<file path="src/rtl/core/phalu_pkg.sv">
`timescale 1ns / 1ps
package phalu_pkg;

    localparam int PHALU_LANES = 4;
    localparam int MAX_LANES   = 4;
    localparam int LANE_W      = 16;
    localparam int WORD_W      = MAX_LANES * LANE_W;
    localparam int FUNC_W      = 3;
    localparam int SIG_W       = 11;
    localparam int MAG_W       = 43;
    localparam int POS_W       = 6;
    localparam int EXP_W       = 9;
    localparam int FRAC_W      = 23;

    localparam logic [7:0] ADD_BASE   = 8'd102;
    localparam logic [7:0] MUL_BASE   = 8'd77;
    localparam logic [EXP_W-1:0] NARROW_LO = 9'd112;
    localparam logic [EXP_W-1:0] NARROW_HI = 9'd142;
    localparam logic [31:0] ROUND_ADD  = 32'd4095;
    localparam logic [15:0] HALF_INF   = 16'h7C00;

    typedef enum logic [FUNC_W-1:0] {
        FUNC_ZERO = 3'd0,
        FUNC_ADD  = 3'd1,
        FUNC_SUB  = 3'd2,
        FUNC_MUL  = 3'd3
    } func_t;

    typedef struct packed {
        logic s1;
        logic s2;
        logic s3;
        logic s4;
        logic s5;
    } phalu_adv_t;

endpackage

</file>
<file path="src/rtl/core/phalu_if.sv">
`timescale 1ns / 1ps
interface phalu_in_if;
    logic                           valid;
    logic                           ready;
    logic [phalu_pkg::FUNC_W-1:0]   func;
    logic [phalu_pkg::WORD_W-1:0]   a;
    logic [phalu_pkg::WORD_W-1:0]   b;

    modport source (output valid, func, a, b, input ready);
    modport sink   (input valid, func, a, b, output ready);
endinterface

interface phalu_out_if;
    logic                           valid;
    logic                           ready;
    logic [phalu_pkg::WORD_W-1:0]   result;

    modport source (output valid, result, input ready);
    modport sink   (input valid, result, output ready);
endinterface

</file>
<file path="src/rtl/core/phalu_ctrl.sv">
`timescale 1ns / 1ps
module phalu_ctrl (
    input  logic                  clk,
    input  logic                  rst_n,
    input  logic                  in_valid,
    output logic                  in_ready,
    output logic                  out_valid,
    input  logic                  out_ready,
    output phalu_pkg::phalu_adv_t adv
);
    import phalu_pkg::*;

    logic [4:0] v_reg;
    logic [4:0] v_next;

    // a stage moves when it is empty or the one after it moves
    always_comb
    begin
        adv.s5 = !v_reg[4] || out_ready;
        adv.s4 = !v_reg[3] || adv.s5;
        adv.s3 = !v_reg[2] || adv.s4;
        adv.s2 = !v_reg[1] || adv.s3;
        adv.s1 = !v_reg[0] || adv.s2;
    end

    always_comb
    begin
        v_next    = v_reg;
        if (adv.s1)
        begin
            v_next[0] = in_valid;
        end
        if (adv.s2)
        begin
            v_next[1] = v_reg[0];
        end
        if (adv.s3)
        begin
            v_next[2] = v_reg[1];
        end
        if (adv.s4)
        begin
            v_next[3] = v_reg[2];
        end
        if (adv.s5)
        begin
            v_next[4] = v_reg[3];
        end
    end

    always_ff @(posedge clk or negedge rst_n)
    begin
        if (!rst_n)
        begin
            v_reg <= '0;
        end
        else
        begin
            v_reg <= v_next;
        end
    end

    assign in_ready  = adv.s1;
    assign out_valid = v_reg[4];

    a_full_stall: assert property (@(posedge clk) disable iff (!rst_n)
        ((&v_reg) && !out_ready) |-> !in_ready)
        else $error("input taken while pipeline full and stalled");

    a_empty_ready: assert property (@(posedge clk) disable iff (!rst_n)
        !v_reg[0] |-> in_ready)
        else $error("empty first stage refused a word");

    a_hold_stage4: assert property (@(posedge clk) disable iff (!rst_n)
        (v_reg[3] && v_reg[4] && !out_ready) |=> v_reg[3])
        else $error("stage four dropped a word under stall");

    a_conserve: assert property (@(posedge clk) disable iff (!rst_n)
        (!(in_valid && in_ready) && !(v_reg[4] && out_ready))
        |=> ($countones(v_reg) == $past($countones(v_reg))))
        else $error("word count changed with no handshake");

endmodule

</file>
<file path="src/rtl/core/phalu_lane.sv">
`timescale 1ns / 1ps
module phalu_lane (
    input  logic                          clk,
    input  phalu_pkg::phalu_adv_t         adv,
    input  logic [phalu_pkg::FUNC_W-1:0]  func,
    input  logic [phalu_pkg::LANE_W-1:0]  a,
    input  logic [phalu_pkg::LANE_W-1:0]  b,
    output logic [phalu_pkg::LANE_W-1:0]  result
);
    import phalu_pkg::*;

    function automatic logic [POS_W-1:0] lead_pos(input logic [MAG_W-1:0] v);
        logic [POS_W-1:0] p;
        p = '0;
        for (int i = 0; i < MAG_W; i++)
        begin
            if (v[i])
            begin
                p = POS_W'(i);
            end
        end
        return p;
    endfunction

    // stage 1: widen, align, multiply
    logic [MAG_W-2:0]   s1_ta_reg, s1_tb_reg;
    logic [2*SIG_W-1:0] s1_prod_reg;
    logic [7:0]         s1_mbase_reg;
    logic               s1_sa_reg, s1_sb_reg, s1_mul_reg, s1_zero_reg;
    // stage 2: signed add
    logic [MAG_W-1:0]   s2_mag_reg;
    logic               s2_sign_reg;
    logic [7:0]         s2_base_reg;
    // stage 3: leading one
    logic [MAG_W-1:0]   s3_mag_reg;
    logic [POS_W-1:0]   s3_pos_reg;
    logic               s3_sign_reg, s3_zero_reg;
    logic [7:0]         s3_base_reg;
    // stage 4: normalize and round
    logic               s4_sign_reg, s4_zero_reg;
    logic [EXP_W-1:0]   s4_exp_reg;
    logic [FRAC_W-1:0]  s4_frac_reg;
    logic [LANE_W-1:0]  s5_res_reg;

    logic [SIG_W-1:0]   ma, mb;
    logic [4:0]         ea, eb;
    logic [MAG_W-1:0]   ta_w, tb_w, mag_next;
    logic               sign_next;
    logic [MAG_W-1:0]   norm;
    logic [24:0]        rmant;
    logic               rinc;
    logic [EXP_W-1:0]   exp_next;
    logic [31:0]        w, r;
    logic [LANE_W-1:0]  res_next;

    assign ea = a[14:10];
    assign eb = b[14:10];
    assign ma = {1'b1, a[9:0]};
    assign mb = {1'b1, b[9:0]};

    always_ff @(posedge clk)
    begin
        if (adv.s1)
        begin
            s1_ta_reg    <= (MAG_W-1)'(ma) << ea;
            s1_tb_reg    <= (MAG_W-1)'(mb) << eb;
            s1_prod_reg  <= ma * mb;
            s1_mbase_reg <= 8'(ea) + 8'(eb) + MUL_BASE;
            s1_sa_reg    <= a[15];
            s1_sb_reg    <= b[15] ^ (func == FUNC_SUB);
            s1_mul_reg   <= (func == FUNC_MUL);
            s1_zero_reg  <= !(func == FUNC_ADD || func == FUNC_SUB || func == FUNC_MUL);
        end
    end

    always_comb
    begin
        ta_w = {1'b0, s1_ta_reg};
        tb_w = {1'b0, s1_tb_reg};
        if (s1_zero_reg)
        begin
            mag_next  = '0;
            sign_next = 1'b0;
        end
        else if (s1_mul_reg)
        begin
            mag_next  = MAG_W'(s1_prod_reg);
            sign_next = s1_sa_reg ^ s1_sb_reg;
        end
        else if (s1_sa_reg == s1_sb_reg)
        begin
            mag_next  = ta_w + tb_w;
            sign_next = s1_sa_reg;
        end
        else if (ta_w >= tb_w)
        begin
            mag_next  = ta_w - tb_w;
            sign_next = s1_sa_reg;
        end
        else
        begin
            mag_next  = tb_w - ta_w;
            sign_next = s1_sb_reg;
        end
    end

    always_ff @(posedge clk)
    begin
        if (adv.s2)
        begin
            s2_mag_reg  <= mag_next;
            s2_sign_reg <= sign_next;
            s2_base_reg <= s1_mul_reg ? s1_mbase_reg : ADD_BASE;
        end
        if (adv.s3)
        begin
            s3_mag_reg  <= s2_mag_reg;
            s3_pos_reg  <= lead_pos(s2_mag_reg);
            s3_zero_reg <= (s2_mag_reg == '0);
            s3_sign_reg <= s2_sign_reg;
            s3_base_reg <= s2_base_reg;
        end
    end

    // put the leading one at the top, round to 24 bits, nearest even
    always_comb
    begin
        norm     = s3_mag_reg << (POS_W'(MAG_W-1) - s3_pos_reg);
        rinc     = norm[MAG_W-25] && ((|norm[MAG_W-26:0]) || norm[MAG_W-24]);
        rmant    = {1'b0, norm[MAG_W-1:MAG_W-24]} + 25'(rinc);
        exp_next = EXP_W'(s3_base_reg) + EXP_W'(s3_pos_reg) + EXP_W'(rmant[24]);
    end

    always_ff @(posedge clk)
    begin
        if (adv.s4)
        begin
            s4_sign_reg <= s3_sign_reg;
            s4_zero_reg <= s3_zero_reg;
            s4_exp_reg  <= exp_next;
            s4_frac_reg <= rmant[22:0];
        end
    end

    // narrow back to half
    always_comb
    begin
        w = {s4_sign_reg, s4_exp_reg[7:0], s4_frac_reg};
        r = w + ROUND_ADD;
        if (s4_zero_reg || s4_exp_reg < NARROW_LO)
        begin
            res_next = '0;
        end
        else if (s4_exp_reg > NARROW_HI)
        begin
            res_next = {s4_sign_reg, 15'd0} | HALF_INF;
        end
        else
        begin
            res_next = {r[31:30], r[26:13]};
        end
    end

    always_ff @(posedge clk)
    begin
        if (adv.s5)
        begin
            s5_res_reg <= res_next;
        end
    end

    assign result = s5_res_reg;

endmodule

</file>
<file path="src/rtl/core/packed_half_float_alu_unit.sv">
`timescale 1ns / 1ps
// Throughput: one word per cycle while out_ch.ready is high; each stage holds its
// word while the stage after it is full and stalled, so a stall costs nothing but time.
// Reset: clears the stage valid bits only; the datapath registers are not reset.
// Stages: align and multiply, signed add, leading-one search, round, narrow.
module packed_half_float_alu_unit #(
    parameter int LANES = phalu_pkg::PHALU_LANES
) (
    input  logic         clk,
    input  logic         rst_n,
    phalu_in_if.sink     in_ch,
    phalu_out_if.source  out_ch
);
    import phalu_pkg::*;

    phalu_adv_t adv;
    logic [WORD_W-1:0] res_word;

    // valid bits and per-stage advance
    phalu_ctrl u_ctrl (
        .clk       (clk),
        .rst_n     (rst_n),
        .in_valid  (in_ch.valid),
        .in_ready  (in_ch.ready),
        .out_valid (out_ch.valid),
        .out_ready (out_ch.ready),
        .adv       (adv)
    );

    // one datapath per half lane; unused lanes read as zero
    for (genvar i = 0; i < MAX_LANES; i++)
    begin : g_lane
        if (i < LANES)
        begin : g_on
            phalu_lane u_lane (
                .clk    (clk),
                .adv    (adv),
                .func   (in_ch.func),
                .a      (in_ch.a[i*LANE_W +: LANE_W]),
                .b      (in_ch.b[i*LANE_W +: LANE_W]),
                .result (res_word[i*LANE_W +: LANE_W])
            );
        end
        else
        begin : g_off
            assign res_word[i*LANE_W +: LANE_W] = '0;
        end
    end

    assign out_ch.result = res_word;

endmodule

</file>
<file path="src/flat_wrapper.sv">
// flat-port wrapper written by rule: the top's interface ports become plain ports
module packed_half_float_alu_unit_flat import phalu_pkg::*;
#(
    parameter int LANES = phalu_pkg::PHALU_LANES
)
  (clk, rst_n, in_ch_valid, in_ch_func, in_ch_a, in_ch_b, in_ch_ready, out_ch_valid, out_ch_result, out_ch_ready);
  phalu_in_if in_ch_i ();
  phalu_out_if out_ch_i ();
  input  logic clk;
  input  logic rst_n;
  input wire logic [$bits(in_ch_i.valid)-1:0] in_ch_valid;
  input wire logic [$bits(in_ch_i.func)-1:0] in_ch_func;
  input wire logic [$bits(in_ch_i.a)-1:0] in_ch_a;
  input wire logic [$bits(in_ch_i.b)-1:0] in_ch_b;
  output wire logic [$bits(in_ch_i.ready)-1:0] in_ch_ready;
  output wire logic [$bits(out_ch_i.valid)-1:0] out_ch_valid;
  output wire logic [$bits(out_ch_i.result)-1:0] out_ch_result;
  input wire logic [$bits(out_ch_i.ready)-1:0] out_ch_ready;
  assign in_ch_i.valid = in_ch_valid;
  assign in_ch_i.func = in_ch_func;
  assign in_ch_i.a = in_ch_a;
  assign in_ch_i.b = in_ch_b;
  assign in_ch_ready = in_ch_i.ready;
  assign out_ch_valid = out_ch_i.valid;
  assign out_ch_result = out_ch_i.result;
  assign out_ch_i.ready = out_ch_ready;
  packed_half_float_alu_unit #(.LANES(LANES)) u_core (.clk(clk), .rst_n(rst_n), .in_ch(in_ch_i), .out_ch(out_ch_i));
endmodule
</file>
<file path="config.mk">
export PLATFORM = sky130hd
export DESIGN_NAME = packed_half_float_alu_unit_flat
export DESIGN_NICKNAME = d
export VERILOG_FILES = /design/src/rtl/core/phalu_pkg.sv /design/src/rtl/core/phalu_if.sv /design/src/rtl/core/phalu_ctrl.sv /design/src/rtl/core/phalu_lane.sv /design/src/rtl/core/packed_half_float_alu_unit.sv /design/src/flat_wrapper.sv
export SDC_FILE = /design/constraint.sdc
export NUM_CORES = 2
export LEC_CHECK = 0
export BUFFER_PORTS_ARGS = -buffer_cell sky130_fd_sc_hd__buf_4
export CORE_AREA = 2 2 641 643
export CTS_BUF_LIST = sky130_fd_sc_hd__clkbuf_4 sky130_fd_sc_hd__clkbuf_8
export DETAILED_ROUTE_END_ITERATION = 8
export DIE_AREA = 0 0 643 645
export GPL_ROUTABILITY_DRIVEN = 0
export HOLD_SLACK_MARGIN = 0.05
export PLACE_DENSITY = 0.39
export SYNTH_ARGS = -nofsm -noshare
export SYNTH_HDL_FRONTEND = slang
export SYNTH_SLANG_ARGS = --single-unit
</file>
<file path="constraint.sdc">
create_clock -name clk -period 49.5 [get_ports clk]
set_input_delay 2.475 -clock clk [delete_from_list [all_inputs] [get_ports clk]]
set_output_delay 2.475 -clock clk [all_outputs]
set_load 0.01 [all_outputs]
</file>
After elaboration in Yosys (flattened, before gate mapping). Cells that the tools add are included.

Register bits after elaboration: 1115. Bits in latches: 0. RAM bits: 0. Memory bits (read-only): 0. Input bits: 135. Output and inout port bits: 66. Word-level logic and storage cells: 420. Memories: 0.

Add/sub/neg operators: 40. $mul: 4. Divide/modulo/power cells: 0. Magnitude comparators: 12. Equal/unequal tests: 7. Shift operators: 12. Muxes and demuxes: 192. Bitwise logic cells: 8. Reduce and logical (&&, ||, !) cells: 46.

Operators with widths (count): $mux W6 (120); $mux W43 (8); $sub A42 B42 Y43 (8); $shl A11 B5 Y42 (8); $add A42 B42 Y43 (4); $logic_not A43 Y1 (4); $shl A43 B6 Y43 (4); $ge A42 B42 Y1 (4); $add A32 B12 Y32 const B (4); $mux W4 (32); $add A24 B1 Y25 (4); $mul A11 B11 Y22 (4); $mux W22 (4); $reduce_or A18 Y1 (4); $mux W16 (4); $reduce_or A11 Y1 (4); $add A8 B6 Y9 (4); $add A9 B1 Y9 (4); $gt A9 B8 Y1 const B (4); $lt A9 B7 Y1 const B (4); $add A6 B7 Y8 const B (4); $add A5 B5 Y6 (4); $sub A6 B6 Y6 const A (4); $mux W1 (16); 10 further kinds (57).

Logic depth before layout (Yosys ltp).
Word-level depth: 41. Mapped depth: 27. Mapped depth without buffers: 25.

Cells and area by module. From an unflattened synthesis, not the netlist that was laid out.

Cell total of the unflattened synthesis: 11149. Area total of the unflattened synthesis: 103656.9 um2.

Modules (own cells, without submodules): phalu_lane (u_core.g_lane[0].g_on.u_lane) (instances 1, cells an instance 2810, area each 26237.7 um2, sequential area each 8378.0 um2); phalu_lane (u_core.g_lane[1].g_on.u_lane) (instances 1, cells an instance 2777, area each 25779.7 um2, sequential area each 8378.0 um2); phalu_lane (u_core.g_lane[2].g_on.u_lane) (instances 1, cells an instance 2768, area each 25722.2 um2, sequential area each 8378.0 um2); phalu_lane (u_core.g_lane[3].g_on.u_lane) (instances 1, cells an instance 2776, area each 25702.2 um2, sequential area each 8378.0 um2); phalu_ctrl (instances 1, cells an instance 18, area each 215.2 um2, sequential area each 125.1 um2).

Worst setup path after synthesis. Ideal clock, no wire load.

Kind: input -> register. Start: input port out_ch_ready. End: register u_core.g_lane[0].g_on.u_lane.s1_mbase_reg[0] (enable). Library setup time: 3.361 ns. Arrival: 17.179 ns. Data required time: 46.139 ns. Slack: 28.960 ns. Stages: 4. Path buffers: 0. Cell sequence: nor2b_1 nand4_1 inv_1 nand2_1.

RTL lines: start: declaration (RTL line flat_wrapper.sv:18) `input wire logic [$bits(out_ch_i.ready)-1:0] out_ch_ready;`; end signal: assignment (RTL line phalu_lane.sv:68) `s1_mbase_reg <= 8'(ea) + 8'(eb) + MUL_BASE;`; end: declaration (RTL line phalu_lane.sv:28) `logic [7:0] s1_mbase_reg;`.

Worst setup path after layout.
Start: input port in_ch_a[51]. End: register u_core.g_lane[3].g_on.u_lane.s1_prod_reg[21] (data pin).

Longest elaborated chain between the ends: 1.

RTL lines: start: declaration (RTL line flat_wrapper.sv:13) `input wire logic [$bits(in_ch_i.a)-1:0] in_ch_a;`; $mul A11 B11 Y22 (RTL line phalu_lane.sv:67) `s1_prod_reg <= ma * mb;`; end signal: assignment (RTL line phalu_lane.sv:67); end: declaration (RTL line phalu_lane.sv:27) `logic [2*SIG_W-1:0] s1_prod_reg;`.

Every way passes these cells. A chain may end at the register's enable or synchronous reset.

==> metrics <==
FFs w/ async S/R, synth=0.004484; slowest stage delay, CP=0.54 ns; Avg Cell Area, Syn=9.033 µm²; Max Cap Viol=0; Post-CTS Hold Buffers=0; WL/cell=21.71 µm; top_reg_cell synth=edfxtp_1; Clock Skew=0.07500 ns; core area=408100 µm²; routed wl met2=169.8 mm; number of CTS-inserted buffers=213; Setup Total Neg Slack=0 ns; WHS=0.4153 ns; register area share after synthesis=0.3291; post-CTS resize count=0; total congestion overflow=0; die area=414700 µm²; wire length on met3=16.75 mm; clk slew on worst S/H paths=0.05 ns; antenna violations before repair=29; sw frac=0.4717; Clock Tree Root=clkbuf_8; PortBufs=200; CP required=50.18 ns; status=finished clean; Synth warnings=0; r2r setup slk=42.39 ns; CP Cell Sequence=buf_4, nand2_1, fa_1, inv_1, ha_1, inv_1, fa_1, fa_1, inv_1, fa_1, ha_1, o21ai_0, a21boi_0, o21ai_0, a21boi_0, o21ai_0, a21oi_1, o311a_1, o21a_1, o21a_1, o41ai_1, xnor2_1; M1 WL=165.0 mm; top cells by area, synth=edfxtp_1, ha_1, fa_1; max layer used=met5; IO Pins=201; Static Leak=46.53 nW; worst setup path class=primary input to flop; Post-synth top cells=inv_1, edfxtp_1, nor2_1, nand2_1, a21oi_1; Post-Syn Instances=11260; Max clock buf depth=4; layout filler cell count=43720; worst skew pair latency=1.02 ns; crit start category=primary input; cell area power density=59.81 nW/µm²; Slew headroom=0.2175; EDFF count, synth=1110; Final ANT Viol Nets=0; total global-route track usage=0.1706; Yosys top cell area share=0.3278; Reg area=33460 µm²; Post-Syn Area=101700 µm²; power share of the combinational group=0.604; crit path max fanout=13; crit path DAT=7.84 ns; nets=12490; setup repair bufs after CTS=0; Syn Nets=12540; CP Capture Type=flop; Hold Crit Class=flop to flop; Clock power frac=0.149; CTS sink cnt=1115; Initial DRC Count=7011; Yosys reg bits=1115; top-count cell post-synth=inv_1; DRT Wirelength=365.8 mm; vias after detailed routing=83600; area grow syn2layout=11.61%; most used cell, CP=fa_1; period utilization=0.1446; Int Pwr=3.585 mW; RSZ-0062 raised after global routing=false; family with the most delay on the worst path=adder cells; area leader, netlist=edfxtp_1; CTS tree=done; share of cells above drive strength 1=0.08812; 1st-pass router iterations=6; Switch Pwr=3.201 mW; CTS H-tree depth=4; Tightest Pin Transition=1.144 ns; Final Setup Violations=0; Min Clock Period, post-route=7.157 ns; Seq pwr share=0.247; initial core utilization=0.2491; Final Instance Area=113500 µm²; DRC=0; FMAX=139.7 MHz; largest net degree at the start of global routing=122; CP Buf/Inv Count=4; count of cell types in the netlist=107; post-DP HPWL=295.3 mm; post-DR vias/cell=4.961; area post-placement=108800 µm²; Multi-input gate area=61930 µm²; worst vdd ir=0.04290 mV; vias in the first global route=83680; Final Hold Viols=0; Die Y=645 µm; first-pass GRT wire length=544.5 mm; slowest CP cell=fa_1; Die Wd=643 µm; row cnt=235; Slew Viols, Final=0
[logic make-up after synthesis]
logic type / after synthesis / synth area share
AO/OA/AOI/OAI: 2751 / 0.1685
AND/OR/NAND/NOR: 3620 / 0.1667
buffers and inverters: 1699 / 0.06482
flip-flops: 1115 / 0.3291
multiplexers: 538 / 0.07047
XOR/XNOR: 385 / 0.03376
adder cells (fa/ha/maj): 1148 / 0.1667
[power by group through the flow]
stage | Sequential, mW | Clock [mW] | Combinational (mW)
after global placement | 1.70 | 0 | 4.09
after CTS | 1.68 | 1.06 | 4.10
after detailed placement | 1.70 | 0 | 4.08
after floorplan | 1.62 | 0 | 2.95
after global routing | 1.71 | 1.09 | 4.54
final | 1.68 | 1.01 | 4.10
[metrics by stage]
| step | util | worst slack [ns] | power [mW] | cells |
|---|---|---|---|---|
| after floorplan | - | 28.96 | 4.564 | 11260 |
| after global routing | 0.2780 | 41.54 | 7.349 | 16850 |
| after global placement | 0.2665 | 41.28 | 5.788 | 16450 |
| after detailed placement | 0.2665 | 41.33 | 5.785 | 16450 |
| final | 0.2780 | 42.34 | 6.787 | 16850 |
| after CTS | 0.2779 | 42.33 | 6.844 | 16830 |
[layout by cell type, fill, tap and decap left out, types with 122 or more instances in the layout]
cell / Yosys / layout
a211oi_1: 138 / 138
a21o_1: 149 / 149
a21oi_1: 961 / 960
and2_1: 355 / 355
buf_4: 20 / 296
clkbuf_8: 0 / 215
edfxtp_1: 1110 / 1110
fa_1: 344 / 344
ha_1: 804 / 801
inv_1: 1122 / 1120
mux2i_1: 300 / 300
mux4_2: 131 / 131
nand2_1: 1012 / 1009
nand3_1: 246 / 245
nor2_1: 1109 / 1105
nor3_1: 231 / 231
o21ai_0: 507 / 507
o21bai_1: 188 / 188
o22ai_1: 122 / 122
xnor2_1: 257 / 245
[layout make-up]
type                    count  share of cell area
repair buffers            299             0.02011
clock inverters           112             0.01102
well taps                5451             0.06010
inverters                1139             0.03772
flip-flops and latches   1115              0.2948
diodes                     18           0.0003970
multi-input cells        8442              0.5458
clock buffers             275             0.03005
[worst paths after layout]
check,endpoint,depth (start not counted),start
setup / recovery,u_core.g_lane[3].g_on.u_lane.s1_prod_reg[21],22,in_ch_a[51]
hold / removal,u_core.g_lane[2].g_on.u_lane.s3_base_reg[3],0,u_core.g_lane[2].g_on.u_lane.s2_base_reg[3]
setup reg to reg,u_core.g_lane[0].g_on.u_lane.s4_exp_reg[7],23,u_core.g_lane[0].g_on.u_lane.s3_pos_reg[0]
hold reg to reg,u_core.g_lane[2].g_on.u_lane.s3_base_reg[3],0,u_core.g_lane[2].g_on.u_lane.s2_base_reg[3]
max in group asynchronous,u_core.u_ctrl.v_reg[1],1,rst_n
min in group asynchronous,u_core.u_ctrl.v_reg[0],1,rst_n
[per-layer routing]
metal,track usage,vias up
met5,0,-
met4,0.06287,6
met3,0.01887,509
met2,0.2830,2547
met1,0.2280,40740
li1,-,39800
[worst reg2reg max path: cells and delay by family (launching register included)]
kind	cells	cell delay, ns
simple gates	10	2.38
compound gates	7	1.84
fa+ha+maj	3	1.57
flops	1	0.32
xor+xnor	1	0.13
buf+inv	2	0.62
No activity file was read; power rests on OpenSTA's default activity.
